### src/dtp_queue.sv
// two entry queue between the parser front and the scaling back
`timescale 1ns / 1ps
`default_nettype none
module dtp_queue #(
  parameter int WIDTH = 8
) (
  input  wire logic             clk,
  input  wire logic             rst,
  input  wire logic             push,
  input  wire logic [WIDTH-1:0] push_data,
  output logic                  full,
  input  wire logic             pop,
  output logic                  head_valid,
  output logic [WIDTH-1:0]      head_data
);
  logic [WIDTH-1:0] mem [2];
  logic             wr_ptr;
  logic             rd_ptr;
  logic [1:0]       count;

  assign full = (count == 2'd2);
  assign head_valid = (count != 2'd0);
  assign head_data = mem[rd_ptr];

  always_ff @(posedge clk) begin
    if (push) begin
      mem[wr_ptr] <= push_data;
    end
  end

  always_ff @(posedge clk) begin
    if (rst) begin
      wr_ptr <= 1'b0;
      rd_ptr <= 1'b0;
      count <= 2'd0;
    end else begin
      if (push) wr_ptr <= ~wr_ptr;
      if (pop) rd_ptr <= ~rd_ptr;
      case ({push, pop})
        2'b10: count <= count + 2'd1;
        2'b01: count <= count - 2'd1;
        default: count <= count;
      endcase
    end
  end

`ifndef SYNTH
  a_no_overfill: assert property (@(posedge clk) disable iff (rst) count <= 2'd2)
    else $error("queue count out of range");
  a_pop_nonempty: assert property (@(posedge clk) disable iff (rst) pop |-> head_valid)
    else $error("queue popped while empty");
`endif
endmodule
`default_nettype wire

### config.mk
export PLATFORM = sky130hd
export DESIGN_NAME = dtp_queue
export DESIGN_NICKNAME = d
export VERILOG_FILES = /design/src/dtp_queue.sv
export SDC_FILE = /design/constraint.sdc
export NUM_CORES = 1
export LEC_CHECK = 0
export BUFFER_PORTS_ARGS = -buffer_cell sky130_fd_sc_hd__buf_2
export CORE_UTILIZATION = 30
export CTS_CLUSTER_DIAMETER = 80
export DETAILED_ROUTE_END_ITERATION = 10
export GPL_ROUTABILITY_DRIVEN = 0
export MAX_ROUTING_LAYER = met4
export PLACE_DENSITY = 0.55
export SYNTH_ARGS = -nofsm -noshare
export SYNTH_HDL_FRONTEND = slang
export SYNTH_SLANG_ARGS = --single-unit
### constraint.sdc
create_clock -name clk -period 1.03 [get_ports clk]
set_input_delay 0.206 -clock clk [delete_from_list [all_inputs] [get_ports clk]]
set_output_delay 0.206 -clock clk [all_outputs]
set_load 0.02 [all_outputs]
# After elaboration in Yosys (flattened, before gate mapping)

Memory sizes are Yosys's and may differ from the RTL's. A register that Yosys moved wholly into a read port is not among the register bits.
Cells that the tools add are included.

Reduce and logical (&&, ||, !) cells: 2
Add/subtract/negate cells: 2
Muxes and demuxes: 5
Equal/unequal tests: 3
Bitwise operators: 2

Operators by type and width:

| kind                  | number |
|---|---|
| $eq A2 B2 Y1 const B  | 2 |
| $mux W1               | 4 |
| $pmux W2 S2           | 1 |
| $reduce_bool A2 Y1    | 2 |
| $add A2 B1 Y2 const B | 1 |
| $eq A2 B1 Y1 const B  | 1 |
| $not A1 Y1            | 2 |
| $sub A2 B1 Y2 const B | 1 |

Input bits: 12
Memories kept: 1
Register bits after elaboration: 4
Output and inout port bits: 10
Word-level logic and storage cells: 18
RAM bits: 16

Memories:

| name | words | width | read ports | clocked after Yosys merged registers in | wr ports | RTL line | source |
|---|---|---|---|---|---|---|---|
| mem  | 2     | 8     | 1          | 1                                       | 1        | 16       | `logic [WIDTH-1:0] mem [2];` |

# Depth between registers and ports, before layout

Word-level depth: 3
Mapped depth: 5
Depth with buffers taken out: 5

# Worst setup path after synthesis

Ideal clock, no wire load.

Kind: in2reg
Start: input push
End: register count[1]
Library setup time: 0.070 ns
Arrival: 1.007 ns
Slack: -0.047 ns
Cell stages on the path: 4
Buffers on the path: 0
Data required time: 0.960 ns
Cells stage by stage: inv_1 -> ha_1 -> or3_1 -> a21oi_1

Word-level cells in the longest chain between the ends: 2
Elaborated cells on any way between the ends: 4
Those cells by class: eq/ne: 2; mux: 1; reduce/logical: 1

RTL lines:

| what                                                     | RTL line | source |
|---|---|---|
| from (decl)                                              | 9        | `input wire logic push,` |
| $eq A2 B1 Y1 / $eq A2 B2 Y1 (equally long branches)      | 39       | `case ({push, pop})` |
| $pmux W2 S2 / $reduce_bool A2 Y1 (equally long branches) | --       |  |
| to (signal assigned)                                     | 40       | `2'b10: count <= count + 2'd1;` |
| to (signal assigned)                                     | 41       | `2'b01: count <= count - 2'd1;` |
| to (signal assigned)                                     | 42       | `default: count <= count;` |
| to (decl)                                                | 19       | `logic [1:0] count;` |

Several ways; a longest one is shown, not always the timed one.
A chain may end at the register's enable or synchronous reset.

==> flow_metrics.env <==
export IMPL_nets=95
export IMPL_max_clock_freq_mhz=697
export IMPL_vias=483
export IMPL_htreeDepth=1
export IMPL_total_power_mw=1.86
export IMPL_period_needed_ps=1440
export IMPL_syn_area_per_cell_um2=16.7
export IMPL_clock_sinks=21
export IMPL_violations="negative setup slack"
export IMPL_dp_cells=103
export IMPL_io_buffers=21
export IMPL_critical_path_max_fanout=8
export IMPL_multi_input_comb_area_um2=239
export IMPL_first_global_vias=512
export IMPL_area_growth_syn_to_layout_pct=47.3
export IMPL_core_um2=2480
export IMPL_cts_tree="done"
export IMPL_first_pass_iters=4
export IMPL_p_leak_nw=0.482
export IMPL_worst_slack_ps=-405
export IMPL_arrival_ps=1230
export IMPL_synth_seq_cells=21
export IMPL_rsz0062_at_grt="yes"
export IMPL_final_period_utilization=1.39
export IMPL_yosysUniqueCellTypes=15
export IMPL_die_width_um=53.1
export IMPL_netlist_area_um2=783
export IMPL_hold_viol=0
export IMPL_first_iter_violations=6
export IMPL_yosysSeqAreaShare=0.741
export IMPL_yosys_warnings=0
export IMPL_via_per_inst=4.35
export IMPL_wire_per_inst_um=12.5
export IMPL_layout_common_cells="edfxtp_1, buf_2, buf_6"
export IMPL_antenna_found_initial=0
export IMPL_peakVddDrop_mv=0.802
export IMPL_overflow=0
export IMPL_rows=18
export IMPL_clkSlewWorstSetupHoldPaths_ps=120
export IMPL_diodes=0
export IMPL_cts_root_buf="clkbuf_4"
export IMPL_final_cells=111
export IMPL_die_h_um=53.1
export IMPL_power_density_nw_per_um2=1610
export IMPL_insertion_delay_ps=300
export IMPL_hold_path_class="input port to flip-flop"
export IMPL_setup_viol=11
export IMPL_grt_max_degree=13
export IMPL_die_area_um2=2820
export IMPL_worst_slew_pin_transition_ps=238
export IMPL_cp_start_kind="flip-flop"
export IMPL_worstSetupPathType="flip-flop to output pin"
export IMPL_nFillCells=241
export IMPL_drc=0
export IMPL_final_layout_size_suffix_gt1_frac=0.642
export IMPL_skew_ps=2.15
export IMPL_maxCapViolations=0
export IMPL_status="finished with violations"
export IMPL_cp_data_required_time_ps=820
export IMPL_drv_slew=0
export IMPL_grt_usage=0.121
export IMPL_dp_hpwl_um=905
export IMPL_syn_nets=60
export IMPL_slew_limit_headroom=0.840
export IMPL_final_common_cell="edfxtp_1"
export IMPL_end_kind="output pin"
export IMPL_grt_pass1_wl_mm=2.26
export IMPL_floorplan_initialDensity=0.316
export IMPL_wl_mm=1.39
export IMPL_io_pins=22
export IMPL_numCtsBuffers=3
export IMPL_seqCellArea_um2=587
export IMPL_postRouteAntennaNets=0
export IMPL_syn_instance_count=47
export IMPL_clk_path_buf_depth=2
## synthesized netlist by cell type
| library cell | n | area share |
|---|---|---|
| ha_1 | 1 | 0.016 |
| or3_1 | 1 | 0.0080 |
| nor2_1 | 5 | 0.024 |
| and2_1 | 1 | 0.0080 |
| or2_2 | 1 | 0.0080 |
| buf_2 | 1 | 0.0064 |
| dfxtp_1 | 5 | 0.13 |
| a21oi_1 | 1 | 0.0064 |
| xnor2_1 | 3 | 0.034 |
| and2b_2 | 1 | 0.011 |
| xor2_1 | 1 | 0.011 |
| inv_1 | 1 | 0.0048 |
| o21ai_0 | 1 | 0.0064 |
| edfxtp_1 | 16 | 0.61 |
| mux2_2 | 8 | 0.12 |
## cells by family (layout without fill, tap and decap cells)
logic type	Yosys count	after routing	share of synthesized area
AO/OA/AOI/OAI	2	2	0.0128
XOR/XNOR	4	4	0.0447
adder cells (fa/ha/maj)	1	1	0.0160
buffers and inverters	2	36	0.0112
flip-flops	21	21	0.741
multiplexers	8	8	0.115
AND/OR/NAND/NOR	9	9	0.0591
## sequential cells by signal, summed over array words and instances, names as in the netlist, named ones only
register / count
rd_ptr: 1
wr_ptr: 1
count: 2
mem: 16
## critical path, cell delays in order (launching register included)
cell and delay [ps]:
dfxtp_2 360, buf_12 130, mux2_4 310, buf_6 130
## per-layer routing
| metal | wire length (um) | part of all wire | up-vias | global-route usage |
|---|---|---|---|---|
| li1 | - | - | 235 | - |
| met1 | 572 | 0.41 | 231 | 0.129 |
| met2 | 739 | 0.53 | 15 | 0.213 |
| met3 | 69 | 0.050 | 2 | 0.0172 |
| met4 | 6 | 0.0043 | 0 | 0.0658 |
| met5 | 0 | 0 | - | - |
## final cells by class
cell class / count / area share
Sequential cell: 21 / 0.509
Timing Repair Buffer: 31 / 0.225
Multi-Input combinational cell: 24 / 0.207
Tap cell: 30 / 0.0325
Clock buffer: 3 / 0.0195
Clock inverter: 1 / 0.00434
Inverter: 1 / 0.00325
## report_power, final
group	switching [mW]	internal, mW
clock network	0.245	0.145
logic	0.194	0.270
registers	0.0250	0.981
total	0.464	1.40
## stage by stage
step / hold slack, ps / setup slack (ps) / TNS (ps) / area (um2) / utilization
2_1_floorplan: 275 / -34.6 / -540 / 783 / -
3_3_place_gp: 396 / -134 / -1550 / 978 / 0.395
3_5_place_dp: 402 / -197 / -1750 / 978 / 0.395
4_1_cts: 76.9 / -426 / -3750 / 1120 / 0.454
5_1_grt: 72.0 / -455 / -4230 / 1150 / 0.466
6_report: 88.4 / -405 / -3670 / 1150 / 0.466
## what timing repair did
action | 4_1_cts | 5_1_grt
resized for setup | 34 | 4
pin swaps | 2 | 0
setup endpoints to repair | 19 | 19
setup buffers | 2 | 2
hold buffers | 0 | 0
## final timing paths
| check | from | end | slack, ps | cells after the start |
|---|---|---|---|---|
| setup / recovery | flip-flop | head_data[1] | -410 | 3 |
| hold / removal | push_data[5] | mem[1][5] | 90 | 1 |
| setup reg to reg | count[1] | count[1] | -100 | 4 |
| hold reg to reg | rd_ptr | flip-flop | 530 | 2 |
Power figures use the tool's default switching activity.
