<file path="config.mk">
export PLATFORM = sky130hd
export DESIGN_NAME = dtp_front
export DESIGN_NICKNAME = d
export VERILOG_FILES = /design/src/dtp_pkg.sv /design/src/dtp_front.sv
export SDC_FILE = /design/constraint.sdc
export NUM_CORES = 1
export LEC_CHECK = 0
export ABC_AREA = 1
export BUFFER_PORTS_ARGS = -buffer_cell sky130_fd_sc_hd__buf_2
export CORE_UTILIZATION = 25
export DETAILED_ROUTE_END_ITERATION = 6
export PLACE_DENSITY_LB_ADDON = 0.25
export SLEW_MARGIN = 40
export SYNTH_ARGS = -nofsm -noshare
export SYNTH_HDL_FRONTEND = slang
export SYNTH_SLANG_ARGS = --single-unit
</file>
<file path="constraint.sdc">
create_clock -name clk -period 10 [get_ports clk]
set_clock_uncertainty 0.05 [all_clocks]
set_input_delay 1.5 -clock clk [delete_from_list [all_inputs] [get_ports clk]]
set_output_delay 1.5 -clock clk [all_outputs]
set_load 0.05 [all_outputs]
</file>
<file path="src/dtp_pkg.sv">
// shared constants and types for the duration text parser
`timescale 1ns / 1ps
`default_nettype none
package dtp_pkg;

  localparam int UNIT_CHARS_DEF = 12;
  localparam int CHAR_W = 8;
  localparam int SEC_W = 64;
  localparam int NS_W = 31;
  localparam int CODE_W = 4;
  localparam int OUT_W = ((SEC_W + NS_W + CODE_W + 7) / 8) * 8;

  typedef enum logic [CODE_W-1:0] {
    UNIT_SEC     = 4'd0,
    UNIT_MS      = 4'd1,
    UNIT_US      = 4'd2,
    UNIT_NS      = 4'd3,
    UNIT_MIN     = 4'd4,
    UNIT_HOUR    = 4'd5,
    UNIT_DAY     = 4'd6,
    UNIT_WEEK    = 4'd7,
    UNIT_UNKNOWN = 4'd8
  } unit_code_t;

  function automatic int len_width(input int chars);
    return $clog2(chars + 1);
  endfunction

  function automatic int job_width(input int chars);
    return 1 + len_width(chars) + chars * CHAR_W + 1 + SEC_W;
  endfunction

endpackage
`default_nettype wire

</file>
<file path="src/dtp_front.sv">
// character parser: sign, radix, digits and unit letters, one beat per cycle while the queue is not full
`timescale 1ns / 1ps
`default_nettype none
module dtp_front #(
  parameter int UNIT_CHARS = dtp_pkg::UNIT_CHARS_DEF,
  parameter int JOB_W = dtp_pkg::job_width(dtp_pkg::UNIT_CHARS_DEF)
) (
  input  wire logic             clk,
  input  wire logic             rst,
  input  wire logic             s_tvalid,
  output logic                  s_tready,
  input  wire logic [7:0]       s_tdata,
  input  wire logic             s_tuser,
  input  wire logic             s_tlast,
  input  wire logic             full,
  output logic                  push,
  output logic [JOB_W-1:0]      job
);
  import dtp_pkg::*;

  localparam int LEN_W = len_width(UNIT_CHARS);
  localparam int IDX_W = $clog2(UNIT_CHARS);

  typedef enum logic [2:0] {
    PH_SIGN, PH_ZERO, PH_NUM, PH_SPACE, PH_UNIT, PH_DONE
  } phase_t;
  typedef enum logic [1:0] {RADIX_DEC, RADIX_HEX, RADIX_OCT} radix_t;

  phase_t                          phase, phase_next;
  logic [SEC_W-1:0]                accumulator, accumulator_next;
  logic                            negative, negative_next;
  radix_t                          radix_mode, radix_mode_next;
  logic [UNIT_CHARS-1:0][7:0]      unit_letters, unit_letters_next;
  logic [LEN_W-1:0]                unit_length, unit_length_next;
  logic                            unit_too_long, unit_too_long_next;
  logic                            beat;

  assign s_tready = ~full;
  assign beat = s_tvalid & s_tready;
  assign push = beat & s_tlast;
  assign job = {unit_too_long_next, unit_length_next, unit_letters_next,
                negative_next, accumulator_next};

  always_comb begin
    logic       go;
    logic [7:0] c;
    logic       is_dig;
    logic [3:0] dig;
    logic       letter;
    phase_next = phase;
    accumulator_next = accumulator;
    negative_next = negative;
    radix_mode_next = radix_mode;
    unit_letters_next = unit_letters;
    unit_length_next = unit_length;
    unit_too_long_next = unit_too_long;
    c = s_tdata;
    go = s_tuser;
    letter = (c >= "A" && c <= "Z") || (c >= "a" && c <= "z");
    if (s_tuser && c == 8'd0) begin
      phase_next = PH_DONE;
      go = 1'b0;
    end
    if (go && phase_next == PH_SIGN) begin
      go = 1'b0;
      if (c == "-") begin
        negative_next = ~negative;
      end else if (c == "0") begin
        phase_next = PH_ZERO;
      end else if (c == "\\") begin
        phase_next = PH_NUM;
        radix_mode_next = RADIX_OCT;
      end else if (c >= "1" && c <= "9") begin
        phase_next = PH_NUM;
        radix_mode_next = RADIX_DEC;
        accumulator_next = {{(SEC_W-4){1'b0}}, c[3:0]};
      end else begin
        phase_next = PH_SPACE;
        go = 1'b1;
      end
    end
    if (go && phase_next == PH_ZERO) begin
      phase_next = PH_NUM;
      if (c == "x") begin
        radix_mode_next = RADIX_HEX;
        go = 1'b0;
      end else begin
        radix_mode_next = RADIX_DEC;
      end
    end
    if (go && phase_next == PH_NUM) begin
      is_dig = 1'b0;
      dig = 4'd0;
      case (radix_mode_next)
        RADIX_HEX: begin
          if (c >= "0" && c <= "9") begin
            is_dig = 1'b1;
            dig = c[3:0];
          end else if ((c >= "a" && c <= "f") || (c >= "A" && c <= "F")) begin
            is_dig = 1'b1;
            dig = c[3:0] + 4'd9;
          end
        end
        RADIX_OCT: begin
          is_dig = (c >= "0" && c <= "7");
          dig = c[3:0];
        end
        default: begin
          is_dig = (c >= "0" && c <= "9");
          dig = c[3:0];
        end
      endcase
      if (is_dig) begin
        go = 1'b0;
        case (radix_mode_next)
          RADIX_HEX: accumulator_next = (accumulator_next << 4) + {{(SEC_W-4){1'b0}}, dig};
          RADIX_OCT: accumulator_next = (accumulator_next << 3) + {{(SEC_W-4){1'b0}}, dig};
          default: accumulator_next = (accumulator_next << 3) + (accumulator_next << 1)
                                      + {{(SEC_W-4){1'b0}}, dig};
        endcase
      end else begin
        phase_next = PH_SPACE;
      end
    end
    if (go && phase_next == PH_SPACE) begin
      if (c == " " || c == 8'd13 || c == 8'd10 || c == 8'd9) begin
        go = 1'b0;
      end else if (letter) begin
        phase_next = PH_UNIT;
      end else begin
        phase_next = PH_DONE;
        go = 1'b0;
      end
    end
    if (go && phase_next == PH_UNIT) begin
      if (letter) begin
        if (unit_length < LEN_W'(UNIT_CHARS)) begin
          unit_letters_next[unit_length[IDX_W-1:0]] = c | 8'h20;
          unit_length_next = unit_length + LEN_W'(1);
        end else begin
          unit_too_long_next = 1'b1;
        end
      end else begin
        phase_next = PH_DONE;
      end
    end
  end

  always_ff @(posedge clk) begin
    if (beat) begin
      unit_letters <= unit_letters_next;
    end
  end

  always_ff @(posedge clk) begin
    if (rst || push) begin
      phase <= PH_SIGN;
      accumulator <= '0;
      negative <= 1'b0;
      radix_mode <= RADIX_DEC;
      unit_length <= '0;
      unit_too_long <= 1'b0;
    end else if (beat) begin
      phase <= phase_next;
      accumulator <= accumulator_next;
      negative <= negative_next;
      radix_mode <= radix_mode_next;
      unit_length <= unit_length_next;
      unit_too_long <= unit_too_long_next;
    end
  end

`ifndef SYNTH
  a_restart: assert property (@(posedge clk) disable iff (rst)
    push |=> (phase == PH_SIGN && unit_length == '0 && accumulator == '0))
    else $error("parser did not restart after end of text");
`endif
endmodule
`default_nettype wire

</file>
After elaboration in Yosys (flattened, before gate mapping)
Index checks and enable logic that the tools add are counted. W data, S select, Z words.

Bits in registers: 171. Input bits: 14. Word-level logic and storage cells: 141.

Add/sub/neg operators: 6. Order comparisons: 13. Eq/ne operators: 14. Mux-type cells: 64. Bitwise operators: 4. Reduce and logical (&&, ||, !) cells: 22.

Operators with widths (number): $mux W64 (7); $mux W96 (3); $add A64 B4 Y64 (3); $pmux W64 S2 (1); $bwmux W96 (1); $add A64 B64 Y64 (1); $demux W8 S4 (1); $le A8 B7 Y1 const B (4); $mux W3 (10); $mux W4 (7); $mux W1 (25); $eq A8 B4 Y1 const B (3); $eq A8 B6 Y1 const B (3); $eq A8 B7 Y1 const B (2); $ge A8 B6 Y1 const B (2); $ge A8 B7 Y1 const B (2); $le A8 B6 Y1 const B (2); $logic_and A1 B1 Y1 (14); $mux W2 (7); $logic_not A8 Y1 (1); $mux W8 (1); $eq A3 B2 Y1 const B (2); $logic_or A1 B1 Y1 (6); $lt A4 B5 Y1 const B (1); 12 further kinds (14).

Logic depth before layout (Yosys ltp)
Depth after elaboration: 21. Mapped depth: 43.

Least setup slack after synthesis
Ideal clock, no wire load.

Kind: in2out. Start: input s_tdata[1]. End: output job[40]. Arrival time: 6825 ps. Slack: 1625 ps. Stages on the path: 37. Path buffers: 4. Path through: inv_1 -> ha_1 -> nand2_1 -> nor2_1 -> nor2_4 -> nand3_2 -> buf_2 -> buf_2 -> buf_1 -> nand2_1 -> a21oi_1 -> inv_1 -> ha_1 -> inv_1 -> clkbuf_1 -> nand2_1 -> o21ai_0 -> inv_1 -> fa_1 -> inv_1 -> fa_1 -> nand3b_1 -> nand2_1 -> nand2_1 -> nand2_1 -> a21oi_1 -> inv_1 -> nand2_1 -> nand2_1 -> a21oi_1 -> o21ai_0 -> nand2_1 -> nand2_1 -> nand2_1 -> nand3_1 -> nand3_1 -> nand2_1.

Word-level cells in the longest chain between the ends: 17. Elaborated cells between the ends (all ways): 71. Classes of those cells: add/sub (5); order compare (8); eq/ne (8); mux (38); reduce/logical (12).

RTL lines: start: declaration (line dtp_front.sv:12) `input wire logic [7:0] s_tdata,`; $ge A8 B6 Y1 / $le A8 B6 Y1 (equally long branches) (line dtp_front.sv:73) `end else if (c >= "1" && c <= "9") begin`; $logic_and A1 B1 Y1 (line dtp_front.sv:73); $mux W1 (line dtp_front.sv:73); $mux W1 (line dtp_front.sv:70) `end else if (c == "\\") begin`; $mux W2 (line dtp_front.sv:68) `end else if (c == "0") begin`; $mux W3 (line dtp_front.sv:66) `if (c == "-") begin`; $mux W3 (line dtp_front.sv:64) `if (go && phase_next == PH_SIGN) begin`; $eq A3 B1 Y1 (line dtp_front.sv:82) `if (go && phase_next == PH_ZERO) begin`; [2 not listed]; net radix_mode_next[1] (line dtp_front.sv:32) `radix_t radix_mode, radix_mode_next;`; $eq A2 B1 Y1 (line dtp_front.sv:94, dtp_front.sv:115); $mux W4 (line dtp_front.sv:94) `case (radix_mode_next)`; $mux W4 (line dtp_front.sv:91) `if (go && phase_next == PH_NUM) begin`; $add A64 B4 Y64, on equally long branches (line dtp_front.sv:119, dtp_front.sv:116, dtp_front.sv:117); $pmux W64 S2 (line dtp_front.sv:115) `case (radix_mode_next)`; $mux W64 * (line dtp_front.sv:113) `if (is_dig) begin`; $mux W64 * (line dtp_front.sv:91); end: declaration (line dtp_front.sv:17) `output logic [JOB_W-1:0] job`.

Mark *: on every way through the listed nets, which the timed path passes. The rest lies on a longest branch. The select of a mux whose other input is x is not followed.

Worst setup path in the final report
Start: input s_tdata[1]. End: output job[54].

The elaborated chain is that of the path after synthesis.

==> metrics.md <==
| Metric | Value |
|---|---|
| Crit path capture | job[54] |
| Die ar. | ~0.073 mm2 |
| Sequential fraction of the synthesis area | 0.244 |
| Rows | 98 |
| Post-Syn Area | 0.0180 mm2 |
| Routed Antenna Nets | 0 |
| CP Capture Type | primary output |
| Initial Utilization | 0.252 |
| R2r startpoint | phase[0] |
| Port buffer count | 181 |
| I/O pin count | approximately 180 |
| GRT Resource Usage Total | 0.212 |
| Status | finished, final reports clean |
| Worst-margin pin slew | just under 1000 ps |
| Post-DP HPWL | between 60 and 70 mm |
| Asr flop ratio synth | 0 |
| CP startpoint | s_tdata[1] |
| Syn Nets | 3,177 |
| Leakage power | 10.3 nW |
| # setup viols final | 0 |
| Crit path largest cell delay | approximately 550 ps |
| R2r setup slk | just under 4000 ps |
| Worst setup margin | about 800 ps |
| Netlist cell types | 50 |
| Drt first pass iters | 6 |
| HP Start | unit_too_long |
| Initial antenna violation count | 1 |
| Cells after Synth | 3,027 |
| Core Region | 0.0714 mm2 |
| Final Power | approximately 0.0024 W |
| Post-Layout Cell Count | 4,122 |
| CP dominant cell by count | inv_1 |
| Worst relative slew slack | 0.349 |
| GRT overflow | 0 |
| Largest net degree at the start of global routing | about 80 |
| Yosys reg bits | around 170 |
| Area grow syn2layout | 15.7% |
| Post-CTS Hold Buffers | 0 |
| H-tree depth | 4 |
| Die Y | roughly 270 um |
| Setup_tns | 0 ps |
| Layout cells sized above 1 | 0.0981 |
| Vias post-DR | between 20,000 and 25,000 |
| First-pass GRT wire length | approximately 120 mm |
| Crit start category | input port |
| Max-Cap Viols | 0 |
| Area contributors post-synth | nand2_1, edfxtp_1, ha_1 |
| Final Net Count | 3,308 |
| Clock-pin slew on the worst setup and hold paths | 80 ps |
| Top-area cell type share of the netlist area | 0.191 |
| GPL Wtd Cong | just over 1 |
| Clock sinks | ~170 |
| Initial DRC count | roughly 1,800 |
| Vias in the first global route | approximately 19,000 |
| Tmin final | 9210 ps |
| Post-synth top area cell | nand2_1 |
| Final Cycle Share | 0.921 |
| R2R depth | 32 |
| Hold Slack | 451 ps |
| WL/cell | between 15 and 20 um |
| Worst vdd ir | ~0.00014 V |
| RSZ-0062 raised after global routing | no |
| CP max-delay cell | fa_1 |
| WP data required | approximately 8500 ps |
| Cells after DPL | 4,087 |
| HP Class | reg2reg |
| Top post-synthesis cells by count | nand2_1, inv_1, nor2_1, nand3_1, o21ai_0 |
| Post-CTS Setup Bufs | 0 |
| CTS tree | done |
| Yosys warnings | 0 |
| Number of synthesized flops with an enable pin | 96 |
| DR vias/cell | 4.86 |
| Number of CTS-inserted buffers | 17 |
| Fin. Hold Viols | 0 |
| Reg2reg end | accumulator[40] |
| Clk root buf | clkbuf_16 |
| PD cells | between 100 and 150 mW/mm2 |
| Final count of pins violating max slew | 0 |
| Maximum fanout along the worst path | 20 |
| Setup WS pre-CTS | 829 ps |
| DR DRC count | 0 |
| Avg Inst Size Synth | about 5.9 um2 |
| Kind of critical path | in2out |
| Die X-Extent | around 270 um |
| Post-cts sizing count | 0 |
| Max Clock Freq | approximately 110 MHz |
| WP data arrival | roughly 7700 ps |
| Top FF cell, synth | edfxtp_1 |
| Routed WL | approximately 79 mm |
| Clk buf depth | 2 |
| Skew-Pair Late Insertion Delay | 520 ps |
| Top-count cell post-synth | nand2_1 |
power by group:
| part | internal (W) | leakage [nW] | switching (W) |
|---|---|---|---|
| Sequential | 0.000782 | 1.52 | 0.0000275 |
| Combinational | 0.000201 | 8.44 | 0.000604 |
| Clock | 0.000363 | 0.299 | 0.000382 |
| Total | 0.00135 | 10.3 | 0.00101 |
sequential cells by signal, summed over array words and instances, names as in the netlist:
| signal | count |
|---|---|
| unit_too_long | 1 |
| radix_mode | 2 |
| unit_letters | 96 |
| phase | 3 |
| accumulator | 64 |
| unit_length | 4 |
| negative | 1 |
metal layers:
layer  GRT usage  wire, um  share of wire  up-vias
met5           0         0              0        -
met4      0.0883      3070          0.039        0
met3      0.0305      4640          0.059      121
met2       0.336     34900           0.44      697
met1       0.288     36100           0.46     9111
li1            -         -              -    10100
cell type report:
class / instances / area [um2]
Tap cell: 950 / 1190
Clock inverter: 15 / 189
Antenna cell: 1 / 2.50
Inverter: 418 / 1580
Clock buffer: 17 / 425
Sequential cell: 171 / 4380
Timing Repair Buffer: 209 / 1380
Fill cell: 8217 / 50500
Multi-Input combinational cell: 2341 / 11700
logic make-up after synthesis:
| logic type | synth area share |
|---|---|
| AND/OR/NAND/NOR | 0.383 |
| AO/OA/AOI/OAI | 0.153 |
| XOR/XNOR | 0.0156 |
| adder cells (fa/ha/maj) | 0.0954 |
| buffers and inverters | 0.109 |
| flip-flops | 0.244 |
critical path, delay by kind of cell:
family / cells / cell delay, ps
adder cells (fa/ha/maj): 4 / 1470
AND/OR/NAND/NOR: 13 / 2090
buffers and inverters: 8 / 1200
AO/OA/AOI/OAI: 6 / 1380
metrics by stage:
step | util | cell area, um2
floorplan | - | 18000
global placement | 0.282 | 20200
detailed placement | 0.283 | 20200
CTS | 0.291 | 20800
global route | 0.292 | 20800
finish | 0.292 | 20800
cells in the final DEF (no fill, tap or decap), types with 7 or more instances in the layout:
master,count
o21bai_1,10
nor2_4,10
nand3_1,262
inv_2,7
o211ai_1,23
a21oi_1,180
buf_4,26
xor2_1,23
edfxtp_1,96
nor2_2,13
ha_1,133
dfxtp_1,75
xnor2_1,9
inv_1,405
a21o_1,7
o21ai_1,29
buf_2,165
nand2_1,915
nor2_1,369
nand4_1,23
inv_8,7
clkbuf_16,17
buf_12,18
nor3_1,14
o21ai_0,229
nand2_2,10
a31oi_1,13
or2_2,19
worst min-delay path by stage:
stage,endpoint,slack (ps),cells past startpoint
after floorplan,unit_too_long,420,2
after global placement,unit_too_long,430,2
after detailed placement,unit_too_long,440,2
after CTS,unit_too_long,450,2
after global routing,unit_letters[69],490,1
final,unit_too_long,450,2
Note: power is estimated with default switching activity, not from simulation.
