File: src/dtp_pkg.sv
// shared constants and types for the duration text parser
`timescale 1ns / 1ps
`default_nettype none
package dtp_pkg;

  localparam int UNIT_CHARS_DEF = 12;
  localparam int CHAR_W = 8;
  localparam int SEC_W = 64;
  localparam int NS_W = 31;
  localparam int CODE_W = 4;
  localparam int OUT_W = ((SEC_W + NS_W + CODE_W + 7) / 8) * 8;

  typedef enum logic [CODE_W-1:0] {
    UNIT_SEC     = 4'd0,
    UNIT_MS      = 4'd1,
    UNIT_US      = 4'd2,
    UNIT_NS      = 4'd3,
    UNIT_MIN     = 4'd4,
    UNIT_HOUR    = 4'd5,
    UNIT_DAY     = 4'd6,
    UNIT_WEEK    = 4'd7,
    UNIT_UNKNOWN = 4'd8
  } unit_code_t;

  function automatic int len_width(input int chars);
    return $clog2(chars + 1);
  endfunction

  function automatic int job_width(input int chars);
    return 1 + len_width(chars) + chars * CHAR_W + 1 + SEC_W;
  endfunction

endpackage
`default_nettype wire

File: src/dtp_back.sv
// unit decode and scaling of one parsed value
`timescale 1ns / 1ps
`default_nettype none
module dtp_back #(
  parameter int UNIT_CHARS = dtp_pkg::UNIT_CHARS_DEF,
  parameter int JOB_W = dtp_pkg::job_width(dtp_pkg::UNIT_CHARS_DEF)
) (
  input  wire logic                    clk,
  input  wire logic                    rst,
  input  wire logic                    head_valid,
  input  wire logic [JOB_W-1:0]        head_data,
  output logic                         pop,
  output logic                         m_tvalid,
  input  wire logic                    m_tready,
  output logic [dtp_pkg::OUT_W-1:0]    m_tdata
);
  import dtp_pkg::*;

  localparam int LEN_W = len_width(UNIT_CHARS);

  // floor(2^64 / divisor), the estimate is low by at most one
  localparam logic [SEC_W-1:0] RECIP_MS = 64'hFFFF_FFFF_FFFF_FFFF / 64'd1000;
  localparam logic [SEC_W-1:0] RECIP_US = 64'hFFFF_FFFF_FFFF_FFFF / 64'd1000000;
  localparam logic [SEC_W-1:0] RECIP_NS = 64'hFFFF_FFFF_FFFF_FFFF / 64'd1000000000;

  typedef enum logic [2:0] {S_IDLE, S_DIV, S_REM, S_FIX, S_NS, S_MUL, S_OUT} state_t;

  state_t                     state;
  logic [SEC_W-1:0]           j_acc;
  logic                       j_neg;
  logic [UNIT_CHARS-1:0][7:0] j_letters;
  logic [LEN_W-1:0]           j_len;
  logic                       j_long;
  unit_code_t                 code_in;
  logic [SEC_W-1:0]           u_in;

  logic [SEC_W-1:0]           work;
  logic [SEC_W-1:0]           prod;
  logic [SEC_W-1:0]           recip;
  logic [2*SEC_W-1:0]         wide;
  logic [29:0]                rem;
  logic [30:0]                rem_est;
  logic [29:0]                divisor;
  logic [19:0]                scale;
  logic                       sign;
  logic [5:0]                 cnt;
  logic [SEC_W-1:0]           sec;
  logic [NS_W-1:0]            nsec;
  unit_code_t                 code;
  logic [31:0]                mul_a;
  logic [31:0]                mul_b;
  logic [63:0]                mul_p;
  logic [31:0]                low_diff;
  logic [49:0]                ns_prod;

  assign {j_long, j_len, j_letters, j_neg, j_acc} = head_data;
  assign u_in = j_neg ? (~j_acc + SEC_W'(1)) : j_acc;
  assign pop = (state == S_IDLE) && head_valid;
  assign m_tvalid = (state == S_OUT);
  assign m_tdata = {{(OUT_W-SEC_W-NS_W-CODE_W){1'b0}}, code, nsec, sec};
  assign ns_prod = rem * scale;

  // shared 32 by 32 multiplier: partial products, then quotient times divisor
  always_comb begin
    if (state == S_REM) begin
      mul_a = wide[95:64];
      mul_b = {2'b00, divisor};
    end else begin
      mul_a = cnt[1] ? work[63:32] : work[31:0];
      mul_b = cnt[0] ? recip[63:32] : recip[31:0];
    end
  end
  assign mul_p = mul_a * mul_b;
  assign low_diff = work[31:0] - mul_p[31:0];

  function automatic logic name_is(input logic [95:0] nm, input int n);
    logic ok;
    ok = (j_len == LEN_W'(n));
    for (int i = 0; i < 12; i++) begin
      if (i < n && j_letters[i] != nm[8*(n-1-i) +: 8]) ok = 1'b0;
    end
    return ok;
  endfunction

  always_comb begin
    if (j_long) code_in = UNIT_UNKNOWN;
    else if (j_len == '0 || name_is("s", 1) || name_is("sec", 3)
             || name_is("second", 6) || name_is("seconds", 7)) code_in = UNIT_SEC;
    else if (name_is("ms", 2) || name_is("millisecond", 11)
             || name_is("milliseconds", 12)) code_in = UNIT_MS;
    else if (name_is("us", 2) || name_is("microsecond", 11)
             || name_is("microseconds", 12)) code_in = UNIT_US;
    else if (name_is("ns", 2) || name_is("nanosecond", 10)
             || name_is("nanoseconds", 11)) code_in = UNIT_NS;
    else if (name_is("m", 1) || name_is("minute", 6) || name_is("minutes", 7))
      code_in = UNIT_MIN;
    else if (name_is("h", 1) || name_is("hour", 4) || name_is("hours", 5))
      code_in = UNIT_HOUR;
    else if (name_is("d", 1) || name_is("day", 3) || name_is("days", 4))
      code_in = UNIT_DAY;
    else if (name_is("w", 1) || name_is("week", 4) || name_is("weeks", 5))
      code_in = UNIT_WEEK;
    else code_in = UNIT_UNKNOWN;
  end

  always_ff @(posedge clk) begin
    if (rst) begin
      state <= S_IDLE;
    end else begin
      unique case (state)
        S_IDLE: begin
          if (head_valid) begin
            code <= code_in;
            sign <= u_in[SEC_W-1];
            rem <= '0;
            prod <= '0;
            nsec <= '0;
            unique case (code_in)
              UNIT_MS, UNIT_US, UNIT_NS: begin
                work <= u_in[SEC_W-1] ? (~u_in + SEC_W'(1)) : u_in;
                cnt <= 6'd0;
                state <= S_DIV;
                unique case (code_in)
                  UNIT_MS: begin
                    divisor <= 30'd1000; scale <= 20'd1000000; recip <= RECIP_MS;
                  end
                  UNIT_US: begin
                    divisor <= 30'd1000000; scale <= 20'd1000; recip <= RECIP_US;
                  end
                  default: begin
                    divisor <= 30'd1000000000; scale <= 20'd1; recip <= RECIP_NS;
                  end
                endcase
              end
              UNIT_MIN, UNIT_HOUR, UNIT_DAY, UNIT_WEEK: begin
                work <= u_in;
                cnt <= 6'd19;
                state <= S_MUL;
                unique case (code_in)
                  UNIT_MIN:  scale <= 20'd60;
                  UNIT_HOUR: scale <= 20'd3600;
                  UNIT_DAY:  scale <= 20'd86400;
                  default:   scale <= 20'd604800;
                endcase
              end
              default: begin
                sec <= u_in;
                state <= S_OUT;
              end
            endcase
          end
        end
        S_DIV: begin
          case (cnt[1:0])
            2'd0: wide <= {64'd0, mul_p};
            2'd3: wide <= wide + {mul_p, 64'd0};
            default: wide <= wide + {32'd0, mul_p, 32'd0};
          endcase
          cnt <= cnt + 6'd1;
          if (cnt[1:0] == 2'd3) state <= S_REM;
        end
        S_REM: begin
          work <= wide[127:64];
          rem_est <= low_diff[30:0];
          state <= S_FIX;
        end
        S_FIX: begin
          if (rem_est >= {1'b0, divisor}) begin
            work <= work + SEC_W'(1);
            rem <= 30'(rem_est - {1'b0, divisor});
          end else begin
            rem <= rem_est[29:0];
          end
          state <= S_NS;
        end
        S_NS: begin
          sec <= sign ? (~work + SEC_W'(1)) : work;
          nsec <= sign ? (~{1'b0, ns_prod[29:0]} + NS_W'(1)) : {1'b0, ns_prod[29:0]};
          state <= S_OUT;
        end
        S_MUL: begin
          if (scale[0]) prod <= prod + work;
          work <= work << 1;
          scale <= scale >> 1;
          cnt <= cnt - 6'd1;
          if (cnt == 6'd0) begin
            sec <= scale[0] ? prod + work : prod;
            state <= S_OUT;
          end
        end
        S_OUT: begin
          if (m_tready) state <= S_IDLE;
        end
        default: state <= S_IDLE;
      endcase
    end
  end

`ifndef SYNTH
  a_div_end: assert property (@(posedge clk) disable iff (rst)
    (state == S_DIV && cnt[1:0] == 2'd3) |=> state == S_REM)
    else $error("division did not finish after all partial products");
  a_hold_out: assert property (@(posedge clk) disable iff (rst)
    (m_tvalid && !m_tready) |=> (m_tvalid && $stable(m_tdata)))
    else $error("result changed while stalled");
`endif
endmodule
`default_nettype wire

File: config.mk
export PLATFORM = sky130hd
export DESIGN_NAME = dtp_back
export DESIGN_NICKNAME = d
export VERILOG_FILES = /design/src/dtp_pkg.sv /design/src/dtp_back.sv
export SDC_FILE = /design/constraint.sdc
export NUM_CORES = 2
export LEC_CHECK = 0
export ABC_AREA = 0
export CAP_MARGIN = 0
export CORE_MARGIN = 1.5
export CORE_UTILIZATION = 25
export DETAILED_ROUTE_END_ITERATION = 8
export DONT_BUFFER_PORTS = 1
export PLACE_DENSITY = 0.45
export SYNTH_ARGS = -nofsm -noshare
export SYNTH_HDL_FRONTEND = slang
export SYNTH_SLANG_ARGS = --single-unit
File: constraint.sdc
create_clock -name clk -period 23.1 [get_ports clk]
set_clock_uncertainty 0.2 [all_clocks]
set_input_delay 6.93 -clock clk [delete_from_list [all_inputs] [get_ports clk]]
set_output_delay 6.93 -clock clk [all_outputs]
set_load 0.01 [all_outputs]
* Yosys cells after proc, flatten, opt, wreduce, memory -nomap -nowiden
Cells that the tools add are included. Widths: inputs -> output; s select.
Storage, ports and cells: flip-flop bits (word level) 540, input port bits 170, output and inout port bits 106, logic and storage cells 440
Cells by class: $add $sub $neg 12, multiply operators 2, $lt $le $gt $ge 1, eq/ne operators 75, multiplexer cells 287, bitwise operators 5, reduce and logical (&&, ||, !) cells 44
Operators with widths (number):
- $mux 64 | 10
- $ne 8x7->1 const B | 44
- $add 64x1->64 const B | 4
- $pmux 128 s2 | 1
- $pmux 64 s2 | 2
- $pmux 64 s4 | 1
- $mux 1 | 237
- $not 64->64 | 3
- $pmux 64 s3 | 1
- $add 128x128->128 | 1
- $add 128x96->128 | 1
- $mux 32 | 4
- $pmux 20 s2 | 3
- $pmux 30 s2 | 2
- $pmux 55 s2 | 1
- $add 64x64->64 | 1
- $mul 32x32->64 | 1
- $mux 31 | 2
- $pmux 31 s2 | 1
- $mux 30 | 2
- $pmux 20 s3 | 1
- $mux 4 | 9
- $eq 4x3->1 const B | 8
- $add 31x1->31 const B | 1
- other kinds (41) | 85

* Depth between registers and ports, before layout
depth in word-level cells 75, mapped depth 51, gate-level depth less buffers 45

* Worst setup path after synthesis
No wires, ideal clock.
kind in2reg, from in head_data[116], to reg sec[0], enable pin, library setup time 0.644 ns, arrival time 15.136 ns, required time 22.256 ns, slack 7.121 ns, stages 12, buffers on the path 1, path through nor4bb_1 -> a31oi_1 -> nor4_1 -> a21oi_1 -> o41ai_1 -> a211o_1 -> or2_2 -> clkbuf_1 -> a21oi_1 -> nor2_1 -> a21oi_1 -> nor4_1
Between the ends: longest elaborated chain between the ends 20, elaborated cells on any way between the ends 84, classes of those cells eq/ne: 11; mux: 63; reduce/logical: 10
Ends and longest elaborated chain:
- from (decl) | line dtp_back.sv:11 | input wire logic [JOB_W-1:0] head_data,
- $ne 8x7->1 | line dtp_back.sv:80 | if (i < n && j_letters[i] != nm[8*(n-1-i) +: 8]) ok = 1'b0;
- $mux 1 (4 in series) | line dtp_back.sv:80
- $mux 1, on equally long branches | line dtp_back.sv:80, dtp_back.sv:91
- $mux 1, on equally long branches | line dtp_back.sv:91, dtp_back.sv:89
- $mux 1, on equally long branches | line dtp_back.sv:89, dtp_back.sv:87
- $mux 1, on equally long branches | line dtp_back.sv:87, dtp_back.sv:86
- $mux 1 / $logic_or 1x1->1 (equally long branches) | line dtp_back.sv:86, dtp_back.sv:93
- $logic_or 1x1->1 | line dtp_back.sv:94 | || name_is("nanoseconds", 11)) code_in = UNIT_NS;
- $mux 4 | line dtp_back.sv:93 | else if (name_is("ns", 2) || name_is("nanosecond", 10)
- $mux 4 | line dtp_back.sv:91 | else if (name_is("us", 2) || name_is("microsecond", 11)
- $mux 4 | line dtp_back.sv:89 | else if (name_is("ms", 2) || name_is("millisecond", 11)
- $mux 4 (*) | line dtp_back.sv:87 | else if (j_len == '0 || name_is("s", 1) || name_is("sec", 3)
- $mux 4 (*) | line dtp_back.sv:86 | if (j_long) code_in = UNIT_UNKNOWN;
- $eq 4x3->1 (tied with other cells) | line dtp_back.sv:118 | unique case (code_in)
- $reduce_or 7->1 (no source line) (*)
- $ne 2x2->1 (no source line) (*)
- $reduce_and 5->1 (no source line) (*)
- to (signal assigned) | line dtp_back.sv:147 | sec <= u_in;
- to (signal assigned) | line dtp_back.sv:177 | sec <= sign ? (~work + SEC_W'(1)) : work;
- to (signal assigned) | line dtp_back.sv:187 | sec <= scale[0] ? prod + work : prod;
- to (decl) | line dtp_back.sv:47 | logic [SEC_W-1:0] sec;
Mark *: on every way between the ends. The rest lies on a longest branch, timed or not. The select of a mux whose other input is x is not followed. A chain may end at the register's enable or synchronous reset.

* Final worst setup path
from reg state[1], to reg wide[120], data pin
Between the ends: longest elaborated chain between the ends 5, elaborated cells on any way between the ends 7, classes of those cells add/sub: 2; mul: 1; eq/ne: 1; mux: 3
Ends and longest elaborated chain:
- from (decl) | line dtp_back.sv:28 | state_t state;
- from (signal assigned) | line dtp_back.sv:108 | state <= S_IDLE;
- from (signal assigned) | line dtp_back.sv:122 | state <= S_DIV;
- from (signal assigned) | line dtp_back.sv:138 | state <= S_MUL;
- $eq 3x2->1 (*) | line dtp_back.sv:65 | if (state == S_REM) begin
- $mux 32 | line dtp_back.sv:65
- $mul 32x32->64 (*) | line dtp_back.sv:73 | assign mul_p = mul_a * mul_b;
- $add 128x96->128 / $add 128x128->128 (equally long branches) | line dtp_back.sv:157, dtp_back.sv:156
- $pmux 128 s2 (*) | line dtp_back.sv:154 | case (cnt[1:0])
- to (signal assigned) | line dtp_back.sv:155 | 2'd0: wide <= {64'd0, mul_p};
- to (signal assigned) | line dtp_back.sv:156 | 2'd3: wide <= wide + {mul_p, 64'd0};
- to (signal assigned) | line dtp_back.sv:157 | default: wide <= wide + {32'd0, mul_p, 32'd0};
- to (decl) | line dtp_back.sv:40 | logic [2*SEC_W-1:0] wide;
Mark *: on every way between the ends. The rest lies on a longest branch, timed or not.

==> results.yml <==
worst_setup_path:
  crit_slowest_cell: "xnor2_1"
  crit_buf_inv: 6
  cp_max_fo: 44
  worst_setup_path_start_kind: "flop"
  crit_arrival_ns: 14.99
  max_stage_delay_ns: 0.92
  crit_type: "reg -> reg"
  end_kind: "flop"
  path_delay_family: "adder cells"
  required_ns: 23.35
  crit_top_cell: "fa_1"
grt:
  grt_max_degree: 87
  grt.overflow.total: 0
  grt_util_all_layers_pct: 22.4
  antenna_found_initial: 30
  grt_pass1_vias: 73253
  grt_pass1_wl_um: 547000
route:
  drt-vias-per-instance: 5.28
  drc: 2
  antenna_left: 0
  first_pass_iters: 9
  num_vias: 72850
  wirelength_um: 385000
  drt_iter0_drc: 7679
  wire_per_inst_um: 27.9
min_path:
  worstHoldPathType: "reg -> reg"
floorplanning:
  io_pins: 276
  design.core.area_um2: 331000
  start_util_pct: 25.2
  fp.dieArea_um2: 337000
  die_h_um: 580
  rows: 211
  dieWidth_um: 580
timing:
  fin_crit_ns: 14.74
  rsz0062_at_grt: "false"
  setup_tns_ns: 0
  relSlewSlack_pct: 8.84
  hold_viol: 0
  finalSetupViolations: 0
  max_freq_ghz: 0.0679
  fin_crit_sh_pct: 63.8
  drv_slew: 0
  tightestPinTransition_ns: 1.33
clock_tree:
  cts_buffers: 52
  htreeDepth: 2
  root_buffer: "clkbuf_16"
  clock_path_buffers: 3
  clk_pin_slew_ns: 0.07
  cts.sinks: 420
  holdBufCountCts: 0
  cts_tree: "yes"
  cts_setup_buffers: 0
  cts_resized: 0
  insertion_delay_ns: 0.75
cells_and_area:
  seq_area_um2: 12600
  n_fill_cell: 35373
  finalNetCount: 11359
  layout_common_cells: "inv_1, fa_1, nand2_1"
  final_common_cell: "inv_1"
  multi_input_comb_area_um2: 64300
  drive_above_1_share_pct: 5.33
  syn_to_final_growth_pct: 9.38
outcome:
  violations: "design-rule violations"
  status: "complete, but fails checks"
synthesis:
  synthCells: 9549
  synth_ff_type: "edfxtp_1"
  syn_area_um2: 83300
  async_reset_ff_share_pct: 0
  ys_seq_elements: 420
  ys_seq_area_share_pct: 15.1
  synth_edf_count: 417
  synth.distinct_cells: 98
  synth.avg_cell_area_um2: 8.72
  yosysWarnings: 0
placement:
  place_congestion: 0.995
  dp_hpwl_um: 313000
  portBuffers: 0
flow_run:
  maxCapViolations: 0
## routing by layer
| layer | global-route usage [%] | part of all wire [%] | routed length (um) | up-vias |
|---|---|---|---|---|
| met1 | 30.2 | 43 | 164000 | 37303 |
| met3 | 4.25 | 8.3 | 32100 | 641 |
| met4 | 10.2 | 5.4 | 20600 | 8 |
| li1 | - | - | - | 31576 |
| met2 | 34.6 | 44 | 169000 | 3322 |
| met5 | 0 | 0.016 | 60 | - |
## tightest hold or removal path, stage by stage, from the launching register on
cell and delay (ns):
edfxtp_1 0.34, nand2_1 0.05, o21ai_0 0.08
## area by class of cell
cell class	instances	area share [%]
clock buffer	57	1.45
antenna	13	0.0357
tap	4366	6.00
multi-input combinational	7317	70.5
clock inverter	40	0.559
inverter	1332	5.49
sequential	420	13.8
timing repair buffer	256	2.11
## state kept, by name, summed over array words and instances, names as in the netlist
register / count
work: 64
recip: 1
rem: 30
nsec: 31
cnt: 6
state: 3
prod: 64
rem_est: 31
divisor: 5
sec: 64
sign: 1
scale: 20
code: 4
wide: 96
## synth_stat cells (196+ instances only)
master,count,area [um2]
edfxtp_1,417,12500
fa_1,1184,23700
clkbuf_1,429,1610
nor2_1,881,3310
ha_1,626,7830
o21ai_0,372,1860
xnor2_1,379,3320
a21o_1,196,1470
xor2_1,294,2570
inv_1,1330,4990
nand2_1,997,3740
a21oi_1,423,2120
## cells by family (layout without fill, tap and decap cells)
logic type | after synthesis | in the layout | synth area share [%]
xor gates and xnor gates | 673 | 673 | 7.08
AOI/OAI and AO/OA | 1792 | 1792 | 14.1
DFF | 420 | 420 | 15.1
adders and majority gates | 1811 | 1811 | 37.9
buffers and inverters | 1816 | 1685 | 8.22
muxes | 91 | 91 | 1.11
and+or+nand+nor | 2945 | 2945 | 16.5
other | 1 | 18 | 0.00450
## worst paths after layout
check                 from        end  slack [ns]  depth (start not counted)
setup / recovery  state[1]  wide[120]        8.36                         38
hold / removal    scale[3]   scale[2]        0.39                          2
setup reg to reg  state[1]  wide[120]        8.36                         38
hold reg to reg   scale[3]   scale[2]        0.39                          2
## through the flow
stage	instance area, um2	util (%)	hold slack [ns]	setup slack [ns]	cells
6_report	91100	27.5	0.387	8.36	13801
3_5_place_dp	89200	27.0	0.369	8.64	13691
4_1_cts	91100	27.5	0.393	8.60	13788
5_1_grt	91100	27.5	0.431	7.89	13792
2_1_floorplan	83300	-	0.332	7.12	9553
3_3_place_gp	89200	27.0	0.362	8.25	13690
Power is left out: the tool's default activity adds up to more than one toggle a clock period on the data nets, which glitch-free logic cannot reach.
